==> config.mk <==
export PLATFORM = sky130hd
export DESIGN_NAME = mfb_run_split
export DESIGN_NICKNAME = d
export VERILOG_FILES = /design/src/mfb_pkg.sv /design/src/mfb_run_split.sv
export SDC_FILE = /design/constraint.sdc
export NUM_CORES = 1
export LEC_CHECK = 0
export ABC_AREA = 0
export BUFFER_PORTS_ARGS = -buffer_cell sky130_fd_sc_hd__buf_2
export CAP_MARGIN = 5
export CORE_MARGIN = 1.5
export CORE_UTILIZATION = 41
export DETAILED_ROUTE_END_ITERATION = 6
export GPL_ROUTABILITY_DRIVEN = 0
export PLACE_DENSITY = 0.86
export SETUP_SLACK_MARGIN = 0.4
export SKIP_LAST_GASP = 1
export SLEW_MARGIN = 10
export SYNTH_ARGS = -nofsm -noshare
export SYNTH_HDL_FRONTEND = slang
export SYNTH_SLANG_ARGS = --single-unit
==> constraint.sdc <==
create_clock -name vclk -period 1.95
set_input_delay 0.0975 -clock vclk [all_inputs]
set_output_delay 0.0975 -clock vclk [all_outputs]
set_load 0.02 [all_outputs]
==> src/mfb_pkg.sv <==
package mfb_pkg;

  localparam int unsigned PANEL_WIDTH  = 128;
  localparam int unsigned PANEL_HEIGHT = 64;
  localparam int unsigned PAGE_COUNT   = PANEL_HEIGHT / 8;
  localparam int unsigned STORE_BYTES  = PANEL_WIDTH * PAGE_COUNT;
  localparam int unsigned STRIDE       = PANEL_WIDTH / 8;
  localparam int unsigned ADDR_W       = $clog2(STORE_BYTES);

  // widest logical row decides how far a run position can reach
  localparam int unsigned MAX_DIM    = (PANEL_WIDTH > PANEL_HEIGHT) ? PANEL_WIDTH : PANEL_HEIGHT;
  localparam int unsigned POS_W      = $clog2(128 * MAX_DIM);
  localparam int unsigned RUN_ADDR_W = POS_W - 3;

  localparam logic [1:0] ACT_WRITE = 2'd0;
  localparam logic [1:0] ACT_FILL  = 2'd1;
  localparam logic [1:0] ACT_READ  = 2'd2;

  localparam logic [1:0] ROT_0   = 2'd0;
  localparam logic [1:0] ROT_90  = 2'd1;
  localparam logic [1:0] ROT_180 = 2'd2;
  localparam logic [1:0] ROT_270 = 2'd3;

  typedef struct packed {
    logic [RUN_ADDR_W-1:0] addr0;
    logic                  ok0;
    logic                  ok1;
    logic [7:0]            mask0;
    logic [7:0]            mask1;
    logic [7:0]            bits0;
    logic [7:0]            bits1;
  } run_plan_t;

  function automatic logic [7:0] reverse8(input logic [7:0] v);
    logic [7:0] r;
    r = {v[3:0], v[7:4]};
    r = ((r << 2) & 8'hCC) | ((r >> 2) & 8'h33);
    r = ((r << 1) & 8'hAA) | ((r >> 1) & 8'h55);
    return r;
  endfunction

endpackage

==> src/mfb_run_split.sv <==
module mfb_run_split (
  input  logic [6:0]         pixel_x_i,
  input  logic [6:0]         pixel_y_i,
  input  logic [7:0]         data_byte_i,
  input  logic [3:0]         bit_count_i,
  input  logic [1:0]         rotation_i,
  output mfb_pkg::run_plan_t plan_o
);
  import mfb_pkg::*;

  logic [POS_W-1:0]      row_width;
  logic [POS_W-1:0]      pos;
  logic [3:0]            cnt;
  logic [2:0]            off;
  logic [7:0]            lead;
  logic [15:0]           mask16;
  logic [15:0]           bits16;
  logic [RUN_ADDR_W:0]   addr1_ext;

  always_comb begin
    row_width = rotation_i[0] ? POS_W'(PANEL_HEIGHT) : POS_W'(PANEL_WIDTH);
    pos       = POS_W'(POS_W'(pixel_y_i) * row_width + POS_W'(pixel_x_i));
    cnt       = (bit_count_i > 4'd8) ? 4'd8 : bit_count_i;
    off       = pos[2:0];
    // leading cnt bits of the byte, msb first
    lead      = ~(8'hFF >> cnt);
    mask16    = {lead, 8'h00} >> off;
    bits16    = {data_byte_i & lead, 8'h00} >> off;

    plan_o.addr0 = pos[POS_W-1:3];
    addr1_ext    = {1'b0, pos[POS_W-1:3]} + (RUN_ADDR_W+1)'(1);
    plan_o.ok0   = {1'b0, pos[POS_W-1:3]} < (RUN_ADDR_W+1)'(STORE_BYTES);
    plan_o.ok1   = addr1_ext < (RUN_ADDR_W+1)'(STORE_BYTES);
    plan_o.mask0 = mask16[15:8];
    plan_o.mask1 = mask16[7:0];
    plan_o.bits0 = bits16[15:8];
    plan_o.bits1 = bits16[7:0];
  end

endmodule

=== Word-level counts from Yosys, hierarchy flattened ===
Index checks and enable logic that the tools add are counted.

* Register bits after elaboration: 0
* Input port bits: 28
* Output and inout bits: 45
* Logic and storage cells: 13

* Add/sub/neg operators: 2
* Multiply operators: 1
* Order comparisons: 3
* Shift operators: 3
* Mux-type cells: 2
* Bitwise logic cells: 2

{| class="wikitable"
|+ Operator list
! kind !! number
|-
| 16-bit by 3-bit right shift with 16-bit output || 2
|-
| 14-bit by 7-bit adder with 14-bit output || 1
|-
| 7-bit by 8-bit multiplier with 14-bit output || 1
|-
| 11-bit by 1-bit adder with 12-bit output (second input constant) || 1
|-
| 12-bit by 11-bit < comparator with 1-bit output (second input constant) || 1
|-
| 11-bit < comparator (second input constant) || 1
|-
| 8-bit bitwise AND || 1
|-
| 8-bit 2-to-1 mux || 1
|-
| 8-bit inverter || 1
|-
| 8-bit by 4-bit right shift with 8-bit output (first input constant) || 1
|-
| 4-bit greater-than comparator (second input constant) || 1
|-
| 4-bit 2-to-1 mux || 1
|}

=== Longest topological paths before layout ===
Gate-level depths: netlist of run 1.

* Word-level depth: 6
* Depth in mapped cells: 10
* Gate-level depth less buffers: 9

=== Worst setup path before layout of run 1 ===
OpenSTA, ideal clock, no wires.

* Path type: in2out
* From: input rotation_i[0]
* To: output plan_o[32] in the netlist's numbering
* Arrival time: 2444 ps
* Data required time: 1852 ps
* Slack: -592 ps
* Stages on the path: 9
* Buffers on the path: 1
* Path through: clkbuf_1 and2_1 ha_1 ha_1 ha_1 fa_1 a31oi_1 xnor2_1 a41oi_1

{| class="wikitable"
|+ RTL lines
! element !! line !! source
|-
| from (decl) || mfb_run_split.sv:6 || <nowiki>input logic [1:0] rotation_i,</nowiki>
|-
| to (decl) || mfb_run_split.sv:7 || <nowiki>output mfb_pkg::run_plan_t plan_o</nowiki>
|}

==> flow_summary_export.csv, run 1 <==
group,metric,value,unit
worst_setup_path,crit_type,"in -> out",
min_path,hp-class,"in -> out",
timing,setup_ws,-162,ps
cells_and_area,final_layout_size_suffix_gt1_share,53.2,%
grt,track_usage,25.5,%
power,p_per_area,329,nW/um2
die,ioPinCount,73,
timing,rsz0062_at_grt,"yes",
detailed_routing,drt-initial-drc-count,91,
logic_synthesis,synthCells,170,
cells_and_area,layout_common_cells,"buf_2 (57), nor2_1 (13), buf_6 (13), a21oi_1 (10), nand2_1 (10)",
worst_setup_path,crit_arrival,2010,ps
timing,hold_slack,433,ps
timing,fin_crit_sh,108,%
cells_and_area,seq_area,0,um2
worst_setup_path,end_kind,"primary output",
logic_synthesis,avgSynthCellArea,6.76,um2
grt,grt_overflow,0,
detailed_routing,drc,0,
die,initial_utilization,42.4,%
worst_setup_path,critPathLaunchType,"input port",
grt,grt_pass1_vias,1359,
detailed_routing,wl_per_cell,16.3,um
logic_synthesis,yosys.cell_types.count,46,
outcome,violations,"setup timing",
detailed_routing,vias,1585,
cells_and_area,areaGrowthSynthToFinish,68.0,%
die,fp.dieW,56.0,um
grt,grt_max_degree,31,
timing,setup_viol,5,
cells_and_area,diodes,0,
detailed_routing,wl_met1,1.60,mm
detailed_routing,ant_nets,0,
cts,hold_buffers,0,
timing,final-max-slew-violation-count,0,
worst_setup_path,required,1850,ps
timing,final.setup.tns,-334,ps
detailed_routing,top_layer_used,"met4",
timing,min_period,2110,ps
place,place_hpwl,2.90,mm
die,rows,19,
logic_synthesis,yosys_warnings,0,
flow_run,drv_cap,0,
grt,antenna_found_initial,0,
grt,grt_pass1_wl,6.55,mm
power,ir_drop,308,uV
timing,max_freq,0.473,GHz
detailed_routing,vias_per_cell,5.96,
detailed_routing,drt_pass1_iterations,4,
timing,final-hold-violation-count,0,
detailed_routing,met3WireLength,378,um
worst_setup_path,cp_max_fo,2,
cells_and_area,design.seq.count,0,
power,leakagePower,0.000876,uW
cells_and_area,fin_nets,277,
place,io_buffers,70,
outcome,status,"finished, violations left",
logic_synthesis,synth_area,1150,um2
cells_and_area,final_common_cell,"buf_2",
die,dieArea,3130,um2
die,coreArea,2710,um2
logic_synthesis,yosysSeqAreaShare,0,%
detailed_routing,route.met2.wl,2.29,mm
detailed_routing,routed_wl,4.35,mm
die,die_h,56.0,um
cells_and_area,clkbuf_count,0,
[metal layers]
layer,vias to the layer above,track usage (%)
li1,748,-
met1,727,32.3
met2,102,48.6
met3,8,1.86
met4,0,2.04
met5,-,0
[critical path, cell delays in order]
cell     delay (ps)
buf_6           100
and2_4          150
ha_4            220
ha_4            160
ha_4            160
fa_2            380
a31oi_4         270
xnor2_4         170
a41oi_4         150
buf_6           160
[synthesized netlist by cell type, drive strengths merged]
library cell	number	area (um2)
a211oi	1	7.51
a21o	1	7.51
a21oi	11	55.1
a22oi	4	30.0
a311oi	1	8.76
a31o	1	8.76
a31oi	4	25.0
a41oi	2	17.5
and2	8	50.1
and3	1	6.26
and3b	1	8.76
buf	15	124
clkbuf	5	18.8
conb	1	3.75
fa	1	20.0
ha	11	138
inv	8	30.0
mux2	4	45.0
mux2i	5	50.1
nand2	10	37.5
nand2b	3	18.8
nand3	5	25.0
nand4	3	18.8
nor2	16	62.6
nor2b	4	25.0
nor3	7	40.0
nor4	1	12.5
o211a	1	10.0
o211ai	2	15.0
o21a	2	15.0
o21ai	11	55.1
o21bai	1	7.51
o221ai	1	8.76
o22a	1	8.76
o22ai	7	43.8
o311a	1	10.0
o31ai	2	15.0
o32ai	1	16.3
o41ai	1	8.76
or3	1	6.26
xnor2	2	17.5
xor2	2	17.5
[logic make-up after synthesis]
| kind of cell | Yosys count | share of synthesized area, % |
|---|---|---|
| compound gates | 56 | 32.5 |
| xor+xnor | 4 | 3.05 |
| fa+ha+maj | 12 | 13.7 |
| buf+inv | 28 | 15.0 |
| mux | 9 | 8.27 |
| other cells | 1 | 0.326 |
| simple gates | 60 | 27.1 |
[through the flow]
stage | setup WS [ps] | util, % | cell area, um2 | total power [uW] | cells
global placement | -217 | 61.4 | 1660 | 515 | 260
finish | -162 | 71.3 | 1930 | 636 | 266
CTS | -97.5 | 68.2 | 1850 | 588 | 264
floorplan | -141 | - | 1390 | 400 | 172
detailed placement | -323 | 61.4 | 1660 | 528 | 260
global route | -193 | 71.3 | 1930 | 676 | 266
[layout make-up]
| class | count | area [um2] |
|---|---|---|
| fill | 199 | 778 |
| inverter | 8 | 30.0 |
| multi-input combinational | 144 | 1300 |
| tap | 31 | 38.8 |
| timing repair buffer | 83 | 562 |
[power by group]
part / switching (uW) / total, uW / internal [uW]
registers: 0 / 0 / 0
logic: 362 / 636 / 274
clock network: 0 / 0 / 0
total: 362 / 636 / 274
[timing repair]
| item | CTS | global route |
|---|---|---|
| cloned | 1 | 0 |
| resized for setup | 33 | 17 |
| pin swaps | 11 | 9 |
| setup buffers | 3 | 2 |
| endpoints found under the setup margin | 11 | 19 |
[path summary, 6_finish.rpt]
kind | end | start | cells past startpoint | slack [ps]
setup / recovery | plan_o[32] | pixel_y_i[1] | 10 | -160
hold / removal | plan_o[36] | pixel_x_i[5] | 2 | 430
Note: power is estimated with default switching activity, not from simulation.
==> inputs of run 2 (changes only) <==
SKIP_LAST_GASP = unset   (was 1)
==> flow_summary_export.csv, run 2 (same netlist as run 1, synthesis figures left out) <==
group,metric,value,unit
outcome,status,"finished, violations left",
outcome,violations,"setup timing",
power,switchingPower,365,uW
grt,grt_max_degree,31,
cells_and_area,clkbuf_count,0,
power,pwr-share-seq,0,%
place,post-place-ws,-323,ps
power,swShare,56.9,%
worst_setup_path,cp_max_fo,2,
place,place_area,1660,um2
detailed_routing,ant_nets,0,
cells_and_area,final_layout_size_suffix_gt1_share,53.8,%
detailed_routing,vias_per_cell,6.06,
die,fp.dieW,56.0,um
worst_setup_path,crit_type,"in -> out",
die,ioPinCount,73,
power,combPwrFrac,100.0,%
timing,max_freq,0.477,GHz
timing,rsz0062_at_grt,"yes",
detailed_routing,routed_wl,4.37,mm
place,dp_cells,260,
place,place_hpwl,2.90,mm
power,ir_drop,308,uV
cts,hold_buffers,0,
cells_and_area,final_area,1930,um2
timing,min_period,2100,ps
timing,setup_ws,-147,ps
cells_and_area,fin_nets,276,
grt,antenna_found_initial,0,
die,dieArea,3130,um2
power,p_per_area,332,nW/um2
die,initial_utilization,42.4,%
flow_run,drv_cap,0,
worst_setup_path,crit_arrival,2000,ps
cells_and_area,fin_cells,265,
cells_and_area,areaGrowthSynthToFinish,68.1,%
detailed_routing,drc,0,
worst_setup_path,critPathLaunchType,"input port",
cells_and_area,multi_input_area,1310,um2
timing,hold_slack,433,ps
place,io_buffers,70,
timing,final-hold-violation-count,0,
die,coreArea,2710,um2
grt,grt_pass1_vias,1387,
worst_setup_path,required,1850,ps
die,die_h,56.0,um
detailed_routing,drt-initial-drc-count,81,
timing,fin_crit_sh,108,%
grt,grt_pass1_wl,6.62,mm
power,clkPwrFrac,0,%
timing,final-max-slew-violation-count,0,
cells_and_area,utilization,71.3,%
worst_setup_path,end_kind,"primary output",
power,intPower,277,uW
detailed_routing,vias,1605,
cells_and_area,seq_area,0,um2
min_path,hp-class,"in -> out",
cells_and_area,fillers,206,
cells_and_area,layout_common_cells,"buf_2 (57), nor2_1 (13), buf_6 (13)",
timing,setup_viol,2,
detailed_routing,drt_pass1_iterations,4,
grt,grt_overflow,0,
cells_and_area,design.seq.count,0,
cells_and_area,final_common_cell,"buf_2",
detailed_routing,wl_per_cell,16.5,um
grt,track_usage,25.7,%
power,leakagePower,0.000868,uW
die,rows,19,
cells_and_area,diodes,0,
## run 2: cell count changes in the layout (fill, tap and decap cells not counted)
| cell | previous run | this run |
|---|---|---|
| o21ai_1 | 1 | 2 |
| buf_4 | 9 | 10 |
| inv_1 | 7 | 6 |
| clkbuf_4 | 2 | 0 |
| nand3_2 | 0 | 1 |
| clkinvlp_4 | 0 | 1 |
| o21ai_0 | 9 | 8 |
| nand3_1 | 5 | 4 |
## run 2: through the flow
step,TNS [ps],power [uW]
CTS,-119,592
global placement,-552,515
global route,-373,682
floorplan,-154,400
finish,-215,643
detailed placement,-1040,528
## run 2: what timing repair did
action / 4_1_cts / 5_1_grt
gates resized for setup: 35 / 20
setup endpoints to repair: 11 / 19
setup buffers: 3 / 1
pin swaps: 11 / 9
gates cloned: 1 / 0
## run 2: routing by layer
| metal | routed length, um | global-route usage, % | vias to the layer above |
|---|---|---|---|
| li1 | - | - | 748 |
| met1 | 1590 | 31.3 | 747 |
| met5 | 0 | 0 | - |
| met4 | 97 | 5.10 | 0 |
| met2 | 2290 | 48.3 | 100 |
| met3 | 389 | 2.79 | 10 |
## run 2: cell type report
class / instances / area share (%)
multi-input combinational: 144 / 67.6
timing repair buffer: 82 / 28.7
tap: 31 / 2.01
inverter: 8 / 1.75
## run 2: worst max-delay path: stages
cell and delay, ps:
buf_6 100, and2_4 150, ha_4 210, ha_4 160
ha_4 160, fa_2 380, a31oi_4 250, xnor2_4 180
a41oi_4 150, buf_6 160
## run 2: power by group through the flow
stage | registers [uW] | clock network [uW] | logic [uW]
2_1_floorplan | 0 | 0 | 400
3_3_place_gp | 0 | 0 | 515
3_5_place_dp | 0 | 0 | 528
4_1_cts | 0 | 0 | 592
5_1_grt | 0 | 0 | 682
6_report | 0 | 0 | 643
## run 2: path summary, 6_finish.rpt
kind	startpoint	endpoint	slack (ps)	cells past startpoint
max	pixel_y_i[1]	plan_o[32]	-150	10
min	pixel_x_i[5]	plan_o[36]	430	2
==> inputs of run 3 (changes only) <==
GPL_TIMING_DRIVEN = 1   (was unset)
clock period = 1.85 ns   (was 1.95 ns; I/O delays follow)
==> flow_summary_export.csv, run 3 (same netlist as run 1, synthesis figures left out) <==
group,metric,value,unit
outcome,status,"finished, violations left",
outcome,violations,"setup timing",
grt,grt_pass1_wl,6.49,mm
power,intPower,317,uW
timing,hold_slack,420,ps
flow_run,drv_cap,0,
min_path,min_path_cells,2,
cells_and_area,diodes,0,
grt,use_met2,46.4,%
cells_and_area,utilization,74.3,%
worst_setup_path,critPathLaunchType,"input port",
detailed_routing,ant_nets,0,
die,ioPinCount,73,
cells_and_area,clkbuf_count,0,
worst_setup_path,end_kind,"primary output",
cells_and_area,fillers,193,
cells_and_area,fin_nets,280,
min_path,hp-class,"in -> out",
die,coreArea,2710,um2
min_path,worstHoldStart,"pixel_x_i[5]",
timing,min_period,2100,ps
cells_and_area,final_layout_size_suffix_gt1_share,56.3,%
cells_and_area,design.seq.count,0,
worst_setup_path,cp_max_fo,2,
die,fp.dieW,56.0,um
power,ir_drop,273,uV
detailed_routing,vias,1605,
worst_setup_path,crit_type,"in -> out",
detailed_routing,vias_per_cell,5.97,
grt,use_met3,1.63,%
timing,final-max-slew-violation-count,0,
die,initial_utilization,42.4,%
place,place_area,1660,um2
grt,antenna_found_initial,0,
cells_and_area,fin_cells,269,
worst_setup_path,required,1760,ps
timing,max_freq,0.476,GHz
cells_and_area,areaGrowthSynthToFinish,75.1,%
detailed_routing,drt-initial-drc-count,91,
grt,grt_util_met1,31.1,%
die,die_h,56.0,um
detailed_routing,routed_wl,4.41,mm
cells_and_area,final_area,2010,um2
place,dp_cells,260,
cells_and_area,final_common_cell,"buf_2",
detailed_routing,wl_per_cell,16.4,um
cells_and_area,seq_area,0,um2
power,leakagePower,0.000903,uW
power,finalPower,710,uW
grt,grt.busiest_layer,"met2",
die,dieArea,3130,um2
timing,fin_crit_sh,114,%
place,place_hpwl,2.93,mm
grt,track_usage,25.0,%
grt,grt_max_degree,31,
power,clkPwrFrac,0,%
timing,rsz0062_at_grt,"yes",
power,switchingPower,392,uW
place,io_buffers,70,
timing,setup_viol,6,
cts,hold_buffers,0,
cells_and_area,layout_common_cells,"buf_2 (55), buf_4 (15), buf_6 (14), nor2_1 (13)",
power,swShare,55.3,%
power,combPwrFrac,100.0,%
detailed_routing,drt_pass1_iterations,4,
power,p_per_area,353,nW/um2
timing,final-hold-violation-count,0,
worst_setup_path,crit_arrival,2010,ps
detailed_routing,drc,0,
power,pwr-share-seq,0,%
die,rows,19,
grt,grt_pass1_vias,1415,
timing,setup_ws,-251,ps
grt,grt_overflow,0,
min_path,hold_path_end,"plan_o[36]",
==> run 3: cell types whose count changed in the layout (fill, tap and decap cells not counted), sizes merged <==
cell,before,now
bufbuf,0,1
buf,82,85
==> run 3: repair_timing <==
| item | 4_1_cts | 5_1_grt |
|---|---|---|
| cloned | 1 | 0 |
| pin swaps | 14 | 17 |
| setup endpoints to repair | 18 | 19 |
| resized for setup | 36 | 28 |
| setup buffers | 2 | 6 |
==> run 3: how the worst max path moves through the flow <==
| stage | from | to | slack [ps] |
|---|---|---|---|
| after floorplan | rotation_i[0] | plan_o[32] | -230 |
| after global placement | rotation_i[0] | plan_o[32] | -300 |
| after detailed placement | rotation_i[0] | plan_o[32] | -390 |
| after CTS | rotation_i[0] | plan_o[32] | -200 |
| final | pixel_y_i[2] | plan_o[32] | -250 |
| after global routing | pixel_y_i[1] | plan_o[32] | -270 |
==> run 3: layout make-up <==
cell class                      instances  area, um2  area share [%]
Inverter                                8       33.8            1.68
Multi-Input combinational cell        144       1340            66.7
Tap cell                               31       38.8            1.93
Timing Repair Buffer                   86        598            29.7
==> run 3: routing by layer <==
| metal | share of wire [%] | wire, um | vias up |
|---|---|---|---|
| li1 | - | - | 760 |
| met1 | 37 | 1640 | 736 |
| met2 | 52 | 2300 | 95 |
| met5 | 0 | 0 | - |
| met3 | 7.8 | 343 | 14 |
| met4 | 2.7 | 121 | 0 |
==> run 3: critical path, stage by stage <==
cell and delay, ps:
buf_2 100, nor2b_2 220, ha_4 240, ha_4 230, ha_4 240, a21oi_4 200
nor2b_2 90, xor2_2 200, a41oi_4 230, buf_6 150
==> run 3: per-stage QoR <==
stage | setup WS (ps) | setup TNS [ps]
after global placement | -304 | -1080
after detailed placement | -389 | -1490
after CTS | -203 | -568
final | -251 | -787
after global routing | -267 | -889
after floorplan | -231 | -342
==> run 3: power by group through the flow <==
stage	logic, uW	clock network [uW]	registers, uW
CTS	635	0	0
global route	751	0	0
detailed placement	555	0	0
finish	710	0	0
global placement	543	0	0
floorplan	422	0	0
